## config.mk

```make
export PLATFORM = sky130hd
export DESIGN_NAME = wcrb_queue
export DESIGN_NICKNAME = d
export VERILOG_FILES = /design/src/rtl/wcrb_pkg.sv /design/src/rtl/wcrb_queue.sv
export SDC_FILE = /design/constraint.sdc
export NUM_CORES = 1
export LEC_CHECK = 0
export BUFFER_PORTS_ARGS = -buffer_cell sky130_fd_sc_hd__buf_2
export CORE_ASPECT_RATIO = 1.75
export CORE_MARGIN = 2
export CORE_UTILIZATION = 36
export DETAILED_ROUTE_END_ITERATION = 8
export PLACE_DENSITY_LB_ADDON = 0.2
export SETUP_SLACK_MARGIN = 0.15
export SLEW_MARGIN = 10
export SYNTH_ARGS = -nofsm -noshare
export SYNTH_HDL_FRONTEND = slang
export SYNTH_SLANG_ARGS = --single-unit
```

## constraint.sdc

```tcl
create_clock -name clk -period 2.2 [get_ports clk]
set_input_delay 0.44 -clock clk [delete_from_list [all_inputs] [get_ports clk]]
set_output_delay 0.44 -clock clk [all_outputs]
set_load 0.01 [all_outputs]
```

## src/rtl/wcrb_pkg.sv

```systemverilog
// Shared types, constants and helper functions for the wireless controller
// register block. No dependencies.

package wcrb_pkg;

  // Store geometry
  localparam int REG_BYTES     = 4096;
  localparam int RAM_BYTES_DEF = 8192;
  localparam int BB_REGS       = 256;
  localparam int LANES         = 4;
  localparam int QUEUE_DEPTH   = 2;

  // Normalised access sizes
  localparam logic [1:0] SZ_BYTE = 2'd0;
  localparam logic [1:0] SZ_HALF = 2'd1;
  localparam logic [1:0] SZ_WORD = 2'd2;

  // Operations decided by the front end
  localparam logic [3:0] OP_NOP       = 4'd0;
  localparam logic [3:0] OP_MEM_RD    = 4'd1;
  localparam logic [3:0] OP_MEM_WR    = 4'd2;
  localparam logic [3:0] OP_REG_RD    = 4'd3;
  localparam logic [3:0] OP_UNMAP_RD  = 4'd4;
  localparam logic [3:0] OP_WR_PWR    = 4'd5;
  localparam logic [3:0] OP_WR_CMD    = 4'd6;
  localparam logic [3:0] OP_WR_WLATCH = 4'd7;
  localparam logic [3:0] OP_WR_MODE   = 4'd8;
  localparam logic [3:0] OP_WR_BBP    = 4'd9;

  // Sources for named register reads
  localparam logic [2:0] RS_ZERO   = 3'd0;
  localparam logic [2:0] RS_PWR    = 3'd1;
  localparam logic [2:0] RS_RLATCH = 3'd2;
  localparam logic [2:0] RS_MODE   = 3'd3;
  localparam logic [2:0] RS_BBP    = 3'd4;

  // Named register offsets
  localparam logic [11:0] OFF_PWR       = 12'h03C;
  localparam logic [11:0] OFF_PWR_HI    = 12'h03D;
  localparam logic [11:0] OFF_BB_CMD    = 12'h158;
  localparam logic [11:0] OFF_BB_WLATCH = 12'h15A;
  localparam logic [11:0] OFF_BB_RLATCH = 12'h15C;
  localparam logic [11:0] OFF_BB_RL_B1  = 12'h15D;
  localparam logic [11:0] OFF_BB_RL_B2  = 12'h15E;
  localparam logic [11:0] OFF_BB_RL_B3  = 12'h15F;
  localparam logic [11:0] OFF_BB_MODE   = 12'h160;
  localparam logic [11:0] OFF_BB_MODE_H = 12'h161;
  localparam logic [11:0] OFF_BB_POWER  = 12'h168;
  localparam logic [11:0] OFF_BB_POW_H  = 12'h169;

  // Write masks
  localparam logic [15:0] MODE_MASK = 16'h4100;
  localparam logic [15:0] BBP_MASK  = 16'h800F;

  // Baseband serial port command opcodes and fixed read-back values
  localparam logic [3:0] BB_CMD_WRITE = 4'd5;
  localparam logic [3:0] BB_CMD_READ  = 4'd6;
  localparam logic [7:0] BB_IDX_ID    = 8'h00;
  localparam logic [7:0] BB_IDX_4D    = 8'h4D;
  localparam logic [7:0] BB_IDX_5D    = 8'h5D;
  localparam logic [7:0] BB_IDX_64    = 8'h64;
  localparam logic [7:0] BB_VAL_ID    = 8'h6D;
  localparam logic [7:0] BB_VAL_4D    = 8'h00;
  localparam logic [7:0] BB_VAL_5D    = 8'h01;
  localparam logic [7:0] BB_VAL_64    = 8'hFF;

  // One classified access as it sits in the queue
  typedef struct packed {
    logic [3:0]  op;
    logic        ram;    // packet RAM rather than generic register store
    logic [1:0]  size;
    logic [2:0]  rsrc;
    logic        rhi;    // take the upper byte of the named register
    logic [14:0] addr;
    logic [31:0] data;   // already masked to the access size
  } acc_t;

  function automatic logic [31:0] size_mask(input logic [1:0] size);
    logic [31:0] m;
    unique case (size)
      SZ_BYTE: m = 32'h0000_00FF;
      SZ_HALF: m = 32'h0000_FFFF;
      default: m = 32'hFFFF_FFFF;
    endcase
    return m;
  endfunction

  function automatic logic bb_writable(input logic [7:0] k);
    return (k >= 8'h01 && k <= 8'h0C) || (k >= 8'h13 && k <= 8'h15) ||
           (k >= 8'h1B && k <= 8'h26) || (k >= 8'h28 && k <= 8'h4C) ||
           (k >= 8'h4E && k <= 8'h5C) || (k >= 8'h62 && k <= 8'h63) ||
           k == 8'h65 || (k >= 8'h67 && k <= 8'h68);
  endfunction

  function automatic logic [7:0] bb_read_value(input logic [7:0] k, input logic [7:0] stored);
    logic [7:0] v;
    priority if (k == BB_IDX_ID) v = BB_VAL_ID;
    else if (k == BB_IDX_4D)     v = BB_VAL_4D;
    else if (k == BB_IDX_5D)     v = BB_VAL_5D;
    else if (k == BB_IDX_64)     v = BB_VAL_64;
    else if (bb_writable(k))     v = stored;
    else                         v = 8'h00;
    return v;
  endfunction

endpackage

```

## src/rtl/wcrb_queue.sv

```systemverilog
// Small FIFO of classified accesses between the front and back ends.
// Depends on wcrb_pkg.

module wcrb_queue import wcrb_pkg::*; #(
  parameter int DEPTH = QUEUE_DEPTH
) (
  input  logic clk,
  input  logic rst,
  input  logic push_valid,
  output logic push_ready,
  input  acc_t push_data,
  output logic pop_valid,
  input  logic pop_ready,
  output acc_t pop_data
);

  localparam int PTR_W = (DEPTH > 1) ? $clog2(DEPTH) : 1;
  localparam int CNT_W = $clog2(DEPTH + 1);

  acc_t             slots [DEPTH];
  logic [PTR_W-1:0] wr_ptr;
  logic [PTR_W-1:0] rd_ptr;
  logic [CNT_W-1:0] count;
  logic             push;
  logic             pop;

  assign push_ready = (count != CNT_W'(DEPTH));
  assign pop_valid  = (count != '0);
  assign pop_data   = slots[rd_ptr];
  assign push       = push_valid && push_ready;
  assign pop        = pop_valid && pop_ready;

  always_ff @(posedge clk) begin
    if (push) begin
      slots[wr_ptr] <= push_data;
    end
  end

  always_ff @(posedge clk) begin
    if (rst) begin
      wr_ptr <= '0;
      rd_ptr <= '0;
      count  <= '0;
    end else begin
      if (push) begin
        wr_ptr <= (wr_ptr == PTR_W'(DEPTH - 1)) ? '0 : wr_ptr + 1'b1;
      end
      if (pop) begin
        rd_ptr <= (rd_ptr == PTR_W'(DEPTH - 1)) ? '0 : rd_ptr + 1'b1;
      end
      if (push && !pop) begin
        count <= count + 1'b1;
      end else if (pop && !push) begin
        count <= count - 1'b1;
      end
    end
  end

endmodule

```

# Word-level counts from Yosys, hierarchy flattened
# Memories as Yosys holds them, arrays and structs flattened. A register that Yosys moved wholly into a read port is not among the register bits.
# Index checks and enable logic that the tools add are counted.
word_totals:
  reg_bits: 4
  ram_bits: 116
  out_inout_bits: 60
  elab_cells: 25
  memories: 1
op_classes:
  addsub: 4
  n_eq_ne: 1
  mux: 8
  reduce_logical: 8
memory_table:
  columns: ["memory", "words", "width", "read_ports", "rd_clocked_by_memory_dff", "wr", "line_no", "rtl"]
  rows:
  - ["slots", 2, 58, 1, 1, 1, "wcrb_queue.sv:20", "acc_t slots [DEPTH];"]
ops:
  columns: ["operator", "count"]
  rows:
  - ["$mux 1", 6]
  - ["$logic_and 1x1->1", 4]
  - ["$mux 2", 2]
  - ["$reduce_bool 2->1", 2]
  - ["$add 1x1->1 const B", 2]
  - ["$add 2x1->2 const B", 1]
  - ["$logic_not 1->1", 2]
  - ["$ne 2x2->1 const B", 1]
  - ["$sub 2x1->2 const B", 1]

# Depth between registers and ports, before layout
logic_depth:
  ltp_word: 6
  ltp_mapped: 6

# Worst setup path before layout
# Ideal clock, no wire load.
synth_timing:
  path_type: "register to register"
  startpoint: "register count[0]"
  endpoint: "memory slots[1][0] (netlist bit) (enable)"
  arrival_time_ns: 2.058
  required_time_ns: 1.778
  slack_ns: -0.280
  path_stages_with_launch: 3
  n_path_buf: 0
  synth_period_minus_slack_ns: 2.480
  cell_sequence: "dfxtp_1 -> nand2b_1 -> and3_1"
synth_via:
  elab_chain_len: 4
synth_rtl:
  columns: ["element", "line_no", "rtl"]
  rows:
  - ["from (decl)", "wcrb_queue.sv:23", "logic [CNT_W-1:0] count;"]
  - ["from (signal assigned)", "wcrb_queue.sv:52", "count <= count + 1'b1;"]
  - ["from (signal assigned)", "wcrb_queue.sv:54", "count <= count - 1'b1;"]
  - ["$ne 2x2->1", "wcrb_queue.sv:27", "assign push_ready = (count != CNT_W'(DEPTH));"]
  - ["named net push_ready", "wcrb_queue.sv:10", "output logic push_ready,"]
  - ["$logic_and 1x1->1", "wcrb_queue.sv:30", "assign push = push_valid && push_ready;"]
  - ["$mux 1", "wcrb_queue.sv:34", "if (push) begin"]
  - ["$mux 1 (not written as such)", "wcrb_queue.sv:35", "slots[wr_ptr] <= push_data;"]
  - ["to (decl)", "wcrb_queue.sv:20", null]
# The timed path passes the listed nets, and every way through them passes these cells.

==> results_dict.tcl <==
set metrics [dict create \
    outcome "completed" \
    synth_most_common_cell "edfxtp_1" \
    vias 2324 \
    slowest_stage "dfxtp_2" \
    grt_max_degree 33 \
    drc 0 \
    critPathMaxStageDelay_ns 0.37 \
    crit_path_max_fanout 30 \
    slew_headroom_pct 69.2 \
    hold_path_class "input port to flip-flop" \
    wl_met1_um 2910 \
    end_kind "primary output" \
    critPathBufInv 2 \
    final_max_slew_viol_count 0 \
    portBuffers 121 \
    fmaxAchievable_ghz 0.514 \
    vdd_drop_max_uv 628 \
    fin_worst_skew_ns 0.00536 \
    ys_seq_area_share_pct 81.4 \
    fin_crit_sh_pct 88.5 \
    synth_xor_area_share_pct 0.597 \
    max_cap_viol_count 0 \
    rsz0062_at_grt "false" \
    ys_warn_count 0 \
    cellLeakagePower_uw 0.00221 \
    antenna_found_initial 1 \
    synth_ff_type "edfxtp_1" \
    num_io_pins 122 \
    met2WireLength_um 4810 \
    synth_cell_types 19 \
    synthTopCellsByArea "edfxtp_1 (79%), mux2_2 (15%), dfxtp_1 (2.3%), xor2_1 (0.60%), buf_6 (0.51%)" \
    die_y_um 150 \
    numCtsBuffers 17 \
    avgViaCountPerCell 4.44 \
    clock_sinks 121 \
    synth-async-reset-ratio_pct 0 \
    start_util_pct 36.7 \
    grt_util_all_layers_pct 13.2 \
    pwr_density_cell_nw_per_um2 1260 \
    yosysTopAreaCell "edfxtp_1" \
    fp.dieW_um 87.6 \
    tritoncts "yes" \
    die_area_sq_um 13200 \
    crit_required_ns 1.76 \
    dp_hpwl_um 5410 \
    netlist_top_cells_count "edfxtp_1 (116), mux2_2 (58), dfxtp_1 (5)" \
    nets 407 \
    synth_mux_area_share_pct 14.8 \
    drt-initial-drc-count 65 \
    worstPathCellList "buf_12 > mux2_2 > buf_2" \
    postRouteAntennaNets 0 \
    gp_congestion 0.699 \
    dr.max_layer_used "met4" \
    drive_gt1_share_pct 61.1 \
    syn_area_per_cell_sq_um 21.6 \
    syn_inst 204 \
    first_pass_iters 4 \
    crit_path_start_kind "flip-flop" \
    clk_pin_slew_ns 0.05 \
    ys_ff_latch 121 \
    finalSetupTns_ns 0 \
    clk_latency_ns 0.40 \
    layout_min_cycle_time_ns 1.95 \
    wl_per_cell_um 15.8 \
    cts_hold_buf 0 \
    coreArea_sq_um 12000 \
    grt_pass1_vias 2502 \
    synth_edf_count 116 \
    yosys.area_share.simple_pct 1.14 \
    setup_slack_ns 0.253 \
    post-place-ws_ns 0.497 \
    syn_area_sq_um 4400 \
    synth_adder_area_share_pct 0.284 \
    cpLargestDelayFamily "flip-flops" \
    critPathArrivalTime_ns 1.51 \
    synth_compound_area_share_pct 0.682 \
    clock_path_buffers 2 \
    tightestPinTransition_ns 0.461 \
    synth_top_family_by_area "multiplexers" \
    ctsHtreeMaxLevel 4 \
    rows 53 \
    postSynthNetCount 267 \
    hold_viol 0 \
    overflow 0 \
    areaGrowthSynthToFinish_pct 33.6 \
    crit_type "flip-flop to primary output" \
    cts-root-buf "clkbuf_16" \
    wl_um 8270 \
    synth.top_cell.area_share_pct 79.1 \
    setup_violations 0 \
    grt_pass1_wl_um 12300 \
    post_cts_buffers 0 \
    met3_length_um 410 \
]
-- worst register-to-register path, delay by kind of cell, from the launching register on --
| kind | cells | cell delay [ns] |
|---|---|---|
| buffers and inverters | 2 | 0.50 |
| flip-flops | 1 | 0.40 |
| AND/OR/NAND/NOR | 2 | 0.38 |
-- state kept, by name, indices dropped and copies added (netlist names), named ones only --
name / count
count: 2
rd_ptr: 1
slots: 116
wr_ptr: 1
-- final timing paths --
check	start	end	slack (ns)	cells past startpoint
worst min register to register	rd_ptr	flip-flop	0.50	2
worst max-delay path	flip-flop	pop_data[3]	0.25	3
worst min-delay path	push_data[52]	slots[1][52]	0.23	1
worst max register to register	count[0]	slots[0][23]	0.53	4
-- per-stage QoR --
stage / std cells / utilization [%] / power [uW] / area, sq um / hold slack (ns)
5_1_grt: 522 / 49.0 / 7780 / 5880 / 0.200
4_1_cts: 522 / 49.0 / 7550 / 5880 / 0.200
3_5_place_dp: 490 / 43.6 / 4570 / 5240 / 0.501
2_1_floorplan: 204 / - / 3980 / 4410 / 0.471
6_report: 523 / 49.0 / 7430 / 5880 / 0.227
3_3_place_gp: 490 / 43.6 / 4550 / 5240 / 0.491
-- kinds of logic after synthesis --
| family | count (synthesis) |
|---|---|
| compound gates | 5 |
| buf+inv | 7 |
| mux | 58 |
| flops | 121 |
| fa+ha+maj | 1 |
| simple gates | 9 |
| xor+xnor | 3 |
-- per-layer routing --
layer	vias up	GRT usage (%)
met3	9	5.04
met2	64	24.1
met1	1161	12.1
li1	1090	-
met5	-	0
met4	0	7.15
-- report_power, final --
part	total, uW	switching (uW)	internal (uW)
clock	2930	934	1990
combinational	1530	789	740
sequential	2970	87.3	2890
-- layout by cell type, fill, tap and decap left out, drive strengths merged --
| cell | n |
|---|---|
| nand2b | 1 |
| and3 | 1 |
| dfxtp | 5 |
| bufinv | 5 |
| or3 | 1 |
| or2 | 1 |
| buf | 127 |
| clkinv | 7 |
| and2 | 1 |
| nor2 | 3 |
| o21ai | 2 |
| a21bo | 1 |
| clkinvlp | 3 |
| xor2 | 3 |
| nand3b | 1 |
| a21oi | 2 |
| ha | 1 |
| mux2 | 58 |
| clkbuf | 18 |
| diode | 1 |
| edfxtp | 116 |
-- area by class of cell --
cell class | instances | area, sq um
Clock buffer | 18 | 429
Tap cell | 165 | 206
Inverter | 1 | 7.51
Sequential cell | 121 | 3580
Multi-Input combinational cell | 76 | 773
Antenna cell | 1 | 2.50
Fill cell | 1039 | 6120
Timing Repair Buffer | 127 | 676
Clock inverter | 14 | 204
-- repair_timing --
item	CTS	global route
endpoints found under the setup margin	28	1
endpoints found under the hold margin	0	0
cloned	0	0
gates resized for setup	2	1
Note: power is estimated with default switching activity, not from simulation.
