**config.mk**
```make
export PLATFORM = sky130hd
export DESIGN_NAME = wcrb_front_flat
export DESIGN_NICKNAME = d
export VERILOG_FILES = /design/src/rtl/wcrb_pkg.sv /design/src/rtl/wcrb_if.sv /design/src/rtl/wcrb_front.sv /design/src/flat_wrapper.sv
export SDC_FILE = /design/constraint.sdc
export NUM_CORES = 1
export LEC_CHECK = 0
export BUFFER_PORTS_ARGS = -buffer_cell sky130_fd_sc_hd__buf_4
export CAP_MARGIN = 0
export CORE_MARGIN = 2
export CORE_UTILIZATION = 31
export DETAILED_ROUTE_END_ITERATION = 16
export GPL_ROUTABILITY_DRIVEN = 0
export PLACE_DENSITY = 0.95
export SLEW_MARGIN = 10
export SYNTH_ARGS = -nofsm -noshare
export SYNTH_HDL_FRONTEND = slang
export SYNTH_SLANG_ARGS = --single-unit
```
**constraint.sdc**
```tcl
create_clock -name vclk -period 1.67
set_clock_uncertainty 0.1 [all_clocks]
set_input_delay 0.0835 -clock vclk [all_inputs]
set_output_delay 0.0835 -clock vclk [all_outputs]
set_load 0.01 [all_outputs]
```
**src/rtl/wcrb_pkg.sv**
```systemverilog
// Shared types, constants and helper functions for the wireless controller
// register block. No dependencies.

package wcrb_pkg;

  // Store geometry
  localparam int REG_BYTES     = 4096;
  localparam int RAM_BYTES_DEF = 8192;
  localparam int BB_REGS       = 256;
  localparam int LANES         = 4;
  localparam int QUEUE_DEPTH   = 2;

  // Normalised access sizes
  localparam logic [1:0] SZ_BYTE = 2'd0;
  localparam logic [1:0] SZ_HALF = 2'd1;
  localparam logic [1:0] SZ_WORD = 2'd2;

  // Operations decided by the front end
  localparam logic [3:0] OP_NOP       = 4'd0;
  localparam logic [3:0] OP_MEM_RD    = 4'd1;
  localparam logic [3:0] OP_MEM_WR    = 4'd2;
  localparam logic [3:0] OP_REG_RD    = 4'd3;
  localparam logic [3:0] OP_UNMAP_RD  = 4'd4;
  localparam logic [3:0] OP_WR_PWR    = 4'd5;
  localparam logic [3:0] OP_WR_CMD    = 4'd6;
  localparam logic [3:0] OP_WR_WLATCH = 4'd7;
  localparam logic [3:0] OP_WR_MODE   = 4'd8;
  localparam logic [3:0] OP_WR_BBP    = 4'd9;

  // Sources for named register reads
  localparam logic [2:0] RS_ZERO   = 3'd0;
  localparam logic [2:0] RS_PWR    = 3'd1;
  localparam logic [2:0] RS_RLATCH = 3'd2;
  localparam logic [2:0] RS_MODE   = 3'd3;
  localparam logic [2:0] RS_BBP    = 3'd4;

  // Named register offsets
  localparam logic [11:0] OFF_PWR       = 12'h03C;
  localparam logic [11:0] OFF_PWR_HI    = 12'h03D;
  localparam logic [11:0] OFF_BB_CMD    = 12'h158;
  localparam logic [11:0] OFF_BB_WLATCH = 12'h15A;
  localparam logic [11:0] OFF_BB_RLATCH = 12'h15C;
  localparam logic [11:0] OFF_BB_RL_B1  = 12'h15D;
  localparam logic [11:0] OFF_BB_RL_B2  = 12'h15E;
  localparam logic [11:0] OFF_BB_RL_B3  = 12'h15F;
  localparam logic [11:0] OFF_BB_MODE   = 12'h160;
  localparam logic [11:0] OFF_BB_MODE_H = 12'h161;
  localparam logic [11:0] OFF_BB_POWER  = 12'h168;
  localparam logic [11:0] OFF_BB_POW_H  = 12'h169;

  // Write masks
  localparam logic [15:0] MODE_MASK = 16'h4100;
  localparam logic [15:0] BBP_MASK  = 16'h800F;

  // Baseband serial port command opcodes and fixed read-back values
  localparam logic [3:0] BB_CMD_WRITE = 4'd5;
  localparam logic [3:0] BB_CMD_READ  = 4'd6;
  localparam logic [7:0] BB_IDX_ID    = 8'h00;
  localparam logic [7:0] BB_IDX_4D    = 8'h4D;
  localparam logic [7:0] BB_IDX_5D    = 8'h5D;
  localparam logic [7:0] BB_IDX_64    = 8'h64;
  localparam logic [7:0] BB_VAL_ID    = 8'h6D;
  localparam logic [7:0] BB_VAL_4D    = 8'h00;
  localparam logic [7:0] BB_VAL_5D    = 8'h01;
  localparam logic [7:0] BB_VAL_64    = 8'hFF;

  // One classified access as it sits in the queue
  typedef struct packed {
    logic [3:0]  op;
    logic        ram;    // packet RAM rather than generic register store
    logic [1:0]  size;
    logic [2:0]  rsrc;
    logic        rhi;    // take the upper byte of the named register
    logic [14:0] addr;
    logic [31:0] data;   // already masked to the access size
  } acc_t;

  function automatic logic [31:0] size_mask(input logic [1:0] size);
    logic [31:0] m;
    unique case (size)
      SZ_BYTE: m = 32'h0000_00FF;
      SZ_HALF: m = 32'h0000_FFFF;
      default: m = 32'hFFFF_FFFF;
    endcase
    return m;
  endfunction

  function automatic logic bb_writable(input logic [7:0] k);
    return (k >= 8'h01 && k <= 8'h0C) || (k >= 8'h13 && k <= 8'h15) ||
           (k >= 8'h1B && k <= 8'h26) || (k >= 8'h28 && k <= 8'h4C) ||
           (k >= 8'h4E && k <= 8'h5C) || (k >= 8'h62 && k <= 8'h63) ||
           k == 8'h65 || (k >= 8'h67 && k <= 8'h68);
  endfunction

  function automatic logic [7:0] bb_read_value(input logic [7:0] k, input logic [7:0] stored);
    logic [7:0] v;
    priority if (k == BB_IDX_ID) v = BB_VAL_ID;
    else if (k == BB_IDX_4D)     v = BB_VAL_4D;
    else if (k == BB_IDX_5D)     v = BB_VAL_5D;
    else if (k == BB_IDX_64)     v = BB_VAL_64;
    else if (bb_writable(k))     v = stored;
    else                         v = 8'h00;
    return v;
  endfunction

endpackage

```
**src/rtl/wcrb_if.sv**
```systemverilog
// Valid/ready channel interfaces for bus requests and read responses.
// No dependencies.

interface wcrb_req_if;
  logic        valid;
  logic        ready;
  logic        operation;
  logic [1:0]  access_size;
  logic [14:0] address;
  logic [31:0] write_data;

  modport source (output valid, operation, access_size, address, write_data, input ready);
  modport sink   (input valid, operation, access_size, address, write_data, output ready);
endinterface


```
**src/rtl/wcrb_front.sv**
```systemverilog
// Front end: takes bus requests and classifies them into queue entries.
// Depends on wcrb_pkg and wcrb_req_if.

module wcrb_front import wcrb_pkg::*; (
  wcrb_req_if.sink req,
  input  logic     busy,
  output logic     push_valid,
  input  logic     push_ready,
  output acc_t     push_data
);

  logic [1:0]  size;
  logic [2:0]  space;
  logic        in_regs;
  logic        in_ram;
  logic [11:0] off;

  assign req.ready  = push_ready && !busy;
  assign push_valid = req.valid && !busy;

  always_comb begin
    size    = (req.access_size == SZ_BYTE) ? SZ_BYTE :
              (req.access_size == SZ_HALF) ? SZ_HALF : SZ_WORD;
    space   = req.address[14:12];
    in_regs = (space == 3'd0) || (space == 3'd1) || (space == 3'd6) || (space == 3'd7);
    in_ram  = (space == 3'd4) || (space == 3'd5);
    off     = req.address[11:0];

    push_data      = '0;
    push_data.size = size;
    push_data.addr = req.address;
    push_data.data = req.write_data & size_mask(size);
    push_data.ram  = in_ram;
    push_data.op   = OP_NOP;

    if (req.operation) begin
      priority if (size == SZ_BYTE || !(in_regs || in_ram)) push_data.op = OP_NOP;
      else if (in_ram)                                    push_data.op = OP_MEM_WR;
      else if (off == OFF_PWR)                            push_data.op = OP_WR_PWR;
      else if (size == SZ_HALF && off == OFF_BB_CMD)      push_data.op = OP_WR_CMD;
      else if (size == SZ_HALF && off == OFF_BB_WLATCH)   push_data.op = OP_WR_WLATCH;
      else if (size == SZ_HALF && off == OFF_BB_MODE)     push_data.op = OP_WR_MODE;
      else if (size == SZ_HALF && off == OFF_BB_POWER)    push_data.op = OP_WR_BBP;
      else                                                push_data.op = OP_MEM_WR;
    end else if (in_ram) begin
      push_data.op = OP_MEM_RD;
    end else if (!in_regs) begin
      push_data.op = OP_UNMAP_RD;
    end else begin
      push_data.op = OP_REG_RD;
      unique case (size)
        SZ_BYTE: begin
          unique case (off)
            OFF_PWR:       push_data.rsrc = RS_PWR;
            OFF_PWR_HI: begin
              push_data.rsrc = RS_PWR;
              push_data.rhi  = 1'b1;
            end
            OFF_BB_RLATCH: push_data.rsrc = RS_RLATCH;
            OFF_BB_RL_B1,
            OFF_BB_RL_B2,
            OFF_BB_RL_B3:  push_data.rsrc = RS_ZERO;
            OFF_BB_MODE:   push_data.rsrc = RS_MODE;
            OFF_BB_MODE_H: begin
              push_data.rsrc = RS_MODE;
              push_data.rhi  = 1'b1;
            end
            OFF_BB_POWER:  push_data.rsrc = RS_BBP;
            OFF_BB_POW_H: begin
              push_data.rsrc = RS_BBP;
              push_data.rhi  = 1'b1;
            end
            default:       push_data.op = OP_MEM_RD;
          endcase
        end
        SZ_HALF: begin
          unique case (off)
            OFF_PWR:       push_data.rsrc = RS_PWR;
            OFF_BB_RLATCH: push_data.rsrc = RS_RLATCH;
            OFF_BB_RL_B2:  push_data.rsrc = RS_ZERO;
            OFF_BB_MODE:   push_data.rsrc = RS_MODE;
            OFF_BB_POWER:  push_data.rsrc = RS_BBP;
            default:       push_data.op = OP_MEM_RD;
          endcase
        end
        default: begin
          if (off == OFF_PWR) begin
            push_data.rsrc = RS_PWR;
          end else begin
            push_data.op = OP_MEM_RD;
          end
        end
      endcase
    end
  end

endmodule

```
**src/flat_wrapper.sv**
```systemverilog
// flat-port wrapper written by rule: the top's interface ports become plain ports
module wcrb_front_flat import wcrb_pkg::*;
  (busy, push_valid, push_ready, push_data, req_valid, req_operation, req_access_size, req_address, req_write_data, req_ready);
  wcrb_req_if req_i ();
  input  logic busy;
  output logic push_valid;
  input  logic push_ready;
  output acc_t push_data;
  input wire logic [$bits(req_i.valid)-1:0] req_valid;
  input wire logic [$bits(req_i.operation)-1:0] req_operation;
  input wire logic [$bits(req_i.access_size)-1:0] req_access_size;
  input wire logic [$bits(req_i.address)-1:0] req_address;
  input wire logic [$bits(req_i.write_data)-1:0] req_write_data;
  output wire logic [$bits(req_i.ready)-1:0] req_ready;
  assign req_i.valid = req_valid;
  assign req_i.operation = req_operation;
  assign req_i.access_size = req_access_size;
  assign req_i.address = req_address;
  assign req_i.write_data = req_write_data;
  assign req_ready = req_i.ready;
  wcrb_front u_core (.req(req_i), .busy(busy), .push_valid(push_valid), .push_ready(push_ready), .push_data(push_data));
endmodule
```
# Yosys cells after proc, flatten, opt, wreduce, memory -nomap -nowiden
# Cells that the tools add are included.
# W data, S select, Z words.
word_totals:
  ramBits: 0
  n_memories: 0
  reg_bits: 0
  romBits: 0
  wordCells: 69
  latchBits: 0
classes:
  n_addsub: 0
  div: 0
  eq_ne: 19
  order_cmp: 0
  mul: 0
  n_reduce_logical: 23
  mux: 26
  bitwise_logic: 1
  shifts: 0
op_table:
  columns: ["op", "count"]
  rows:
  - ["$eq A12 B9 Y1 const B", 10]
  - ["$pmux W32 S2", 1]
  - ["$mux W4", 13]
  - ["$and A32 B32 Y32", 1]
  - ["$eq A12 B6 Y1 const B", 2]
  - ["$pmux W3 S4", 2]
  - ["$eq A3 B3 Y1 const B", 4]
  - ["$mux W2", 5]
  - ["$reduce_or A10 Y1", 1]
  - ["$pmux W4 S2", 1]
  - ["$logic_and A1 B1 Y1", 6]
  - ["$logic_or A1 B1 Y1", 6]
  - ["$pmux W3 S2", 1]
  - ["$reduce_or A2 Y1", 3]
  - ["$reduce_or A5 Y1", 1]
  - ["$eq A2 B1 Y1 const B", 2]
  - ["$logic_not A2 Y1", 2]
  - ["$eq A3 B1 Y1 const B", 1]
  - ["$logic_not A3 Y1", 1]
  - ["$mux W1", 3]
  - ["$reduce_or A3 Y1", 1]
  - ["$logic_not A1 Y1", 2]

# Depth between registers and ports, before layout
depth:
  word_depth: 13
  depth_mapped: 6

# Least setup slack after synthesis
# Ideal clock, no wire load.
synth_timing:
  path_kind: "input to output"
  from: "input req_address[0]"
  to: "output push_data[49] (netlist name)"
  stages: 4
  n_path_buf: 1
  setup_slack_ns: -0.004
  t_arrival_ns: 1.490
  path_cell_list: "buf_2 > nand2_1 > or4b_1 > a2111oi_0"
synth_rtl:
  columns: ["element", "line", "text"]
  rows:
  - ["start: declaration", "flat_wrapper.sv:12", "input wire logic [$bits(req_i.address)-1:0] req_address;"]
  - ["end: declaration", "flat_wrapper.sv:8", "output acc_t push_data;"]

==> results.md <==
* Outcome: finished with violations
* Violated checks: negative setup slack
* Combinational Power Share at 100.0%
* Peak VDD IR at between 0.1 and 0.15 mV
* Data required time at the worst endpoint at 1.49 ns
* Cell count after synthesis at about 110
* Port Buf Inserts at 95
* Mapped cell area at 755.7 um2
* Number of distinct library cells after synthesis at 34
* Final Cycle Share at 100.6%
* Tightest Hold Check Type: in -> out
* Ratio of cells with drive above 1 in the final layout at 63.78%
* Multiplexer area fraction after synthesis at 0%
* Clock power share at 0%
* Signal arrival time at the worst endpoint at 1.50 ns
* Die width at 53.38 um
* Setup violators final at 1
* Drt pass-1 iters at 4
* CP max stage cell: maj3_2
* Switching power summed over all nets at around 140 uW
* Final total power at 345.0 uW
* Vias in the first global route at 1011
* Compound-gate portion of the synthesized area at ~16%
* Type of element capturing the critical path: primary output
* Post-synthesis simple-gate area fraction at between 50% and 60%
* Sequential group share of total power at 0%
* Yosys top cell by area: buf_4
* Worst relative slew slack at 80.54%
* Residual overflow from global routing at 0
* Final number of hold-violating endpoints at 0
* Core Footprint at roughly 2300 um2
* Post-Syn Nets at 167
* Effective utilization at floorplan at 33.52%
* Area share of fa/ha/maj cells after synthesis at 1.490%
* Total track usage at 18.30%
* Nets@finish at 251
* Top fanout value on the critical path at 6
* Total number of vias at 1149
* Layout fillers at between 150 and 200
* Largest cells by area after synthesis: buf_4, and2_1, nor2b_1
* ANT cells at 0
* Drt first-iter violations at 21
* Cell row count at 17
* Largest net degree at the start of global routing at 14
* Xor/xnor share of the synthesized area at 0%
* Total detailed-routing wirelength at 2883 um
* Hold_buf cts at 0
* Shortest period the worst path allows at 1.680 ns
* Power density over cell area at 230.3 nW/um2
* Yosys warning total at 0
* Internal Dissipation at 200.3 uW
* Final-layout clock buffer total at 0
* Detailed-route DRC error count at 0
* HPWL reported at the end of detailed placement at 2291 um
* Slew Limit Fails at 0
* Total Neg Setup Slack at -0.009859 ns
* Fraction of post-synthesis cell area in the top cell type by area at 23.84%
* Multi-input logic area at 591.8 um2
* Fmax at just under 0.6 GHz
* Min setup slack post-route at -0.009859 ns
* Register cell area after layout at 0 um2
* Max capacitance violation total at 0
* ANT nets after route at 0
* Mapped Avg Cell Area at 6.629 um2
* Net Sw Frac at 41.95%
* Cells along the critical path: buf_4 -> buf_4 -> nor2_1 -> nand4_1 -> and2_4 -> maj3_2 -> a21bo_1 -> buf_6
* First-pass GRT wire length at 4064 um
* Fraction of the yosys area taken by sequential cells at 0%
* Category of the most critical setup path: in -> out
* Cell mode on critical path: buf_4
* Start point of the critical path: req_address[0]
* Overall die area at 2849 um2
* Number of flip-flops and latches at 0
* Startpoint kind of the worst setup timing path: primary input
* Slowest stage delay, CP at 0.30 ns
* Vias per inst at between 5 and 6
* Top-Level Pins at 113
* Wire length per cell at 12.87 um
* Leak at 0.0007440 uW
* Area growth from synthesis to final layout at 98.18%
* Final instance count without filler cells at 224
* Largest family of logic cells by synthesized area: simple AND/OR/NAND/NOR gates
* # placed instances at 223
* Worst setup path endpoint: push_data[55]
* RSZ-0062 raised after global routing: true
* Chip Height at around 53 um
* Number of antenna violations at the first check in global routing at 0
* Worst Max-Slew Pin Slew at 0.2897 ns
==> final cells by class <==
type / instances / area share (%)
Tap cell: 28 / 2.339
Multi-Input combinational cell: 80 / 39.52
Inverter: 4 / 1.003
Timing Repair Buffer: 112 / 57.14
==> per-stage QoR <==
step	utilization (%)	hold slack (ns)	worst slack [ns]	instance area, um2
floorplan	-	0.1134	0.09888	757.0
global placement	63.04	0.06707	-0.01556	1421
detailed placement	63.04	0.06707	-0.03318	1421
CTS	64.54	0.06707	0.01795	1455
global route	66.43	0.06702	-0.05689	1498
finish	66.43	0.06700	-0.009859	1498
==> cells by family after synthesis <==
logic type      count (synthesis)
buf+inv                        34
simple gates                   63
compound gates                 16
fa+ha+maj                       1
==> power by group through the flow <==
stage	clock network, uW	logic [uW]	registers [uW]
final	0	345	0
after floorplan	0	157	0
after CTS	0	335	0
after global routing	0	372	0
after detailed placement	0	328	0
after global placement	0	321	0
==> what timing repair did <==
| item | in CTS | in global routing |
|---|---|---|
| setup buffers | 1 | 1 |
| setup endpoints to repair | 3 | 6 |
| pin swaps | 6 | 10 |
| hold endpoints to repair | 0 | 0 |
| resized for setup | 6 | 10 |
==> synth_stat cells (2+ instances only) <==
library cell	number
clkbuf_1	5
nor2_1	4
nor3b_1	2
a21oi_1	4
nand2_1	4
nor4b_1	3
nor2b_1	5
inv_1	4
nand3_1	3
nor3_1	2
buf_4	24
a2111oi_0	3
nand4_1	4
and2_1	27
==> metal layers <==
layer  GRT usage (%)  part of all wire (%)  vias up
li1                -                     -      540
met1           19.33                    31      517
met2           38.89                    56       84
met3           1.695                    12        8
met4           1.282                   1.1        0
met5               0                     0        -
==> placed cells by master, fill, tap and decap left out <==
master	n
a2111oi_2	3
a21bo_1	1
a21oi_1	3
a21oi_2	1
a221o_1	1
a22oi_1	1
a32oi_1	1
and2_1	26
and2_4	1
and3_1	1
and3b_1	1
buf_4	109
buf_6	2
buf_8	1
inv_1	4
maj3_2	1
nand2_1	4
nand3_1	3
nand3b_1	1
nand4_1	4
nor2_1	4
nor2b_1	5
nor3_1	2
nor3b_1	2
nor3b_4	1
nor4_1	1
nor4_4	1
nor4b_1	1
nor4b_2	2
o211ai_1	1
o21a_1	1
o21ai_0	1
o221ai_2	1
o31ai_2	1
or2_2	1
or3_1	1
or4b_1	1
==> how the worst min path moves through the flow <==
stage                      start      endpoint  slack (ns)  cells past startpoint
2_1_floorplan               busy    push_valid        0.11                      1
3_3_place_gp   req_write_data[0]  push_data[0]        0.07                      0
6_report       req_write_data[1]  push_data[1]        0.07                      0
5_1_grt        req_write_data[1]  push_data[1]        0.07                      0
3_5_place_dp   req_write_data[0]  push_data[0]        0.07                      0
4_1_cts        req_write_data[0]  push_data[0]        0.07                      0
==> critical path, delay by kind of cell <==
kind | cells | cell delay, ns
buffers and inverters | 3 | 0.40
adders and majority gates | 1 | 0.30
AOI/OAI and AO/OA | 1 | 0.18
and+or+nand+nor | 3 | 0.53
Note: power is estimated with default switching activity, not from simulation.
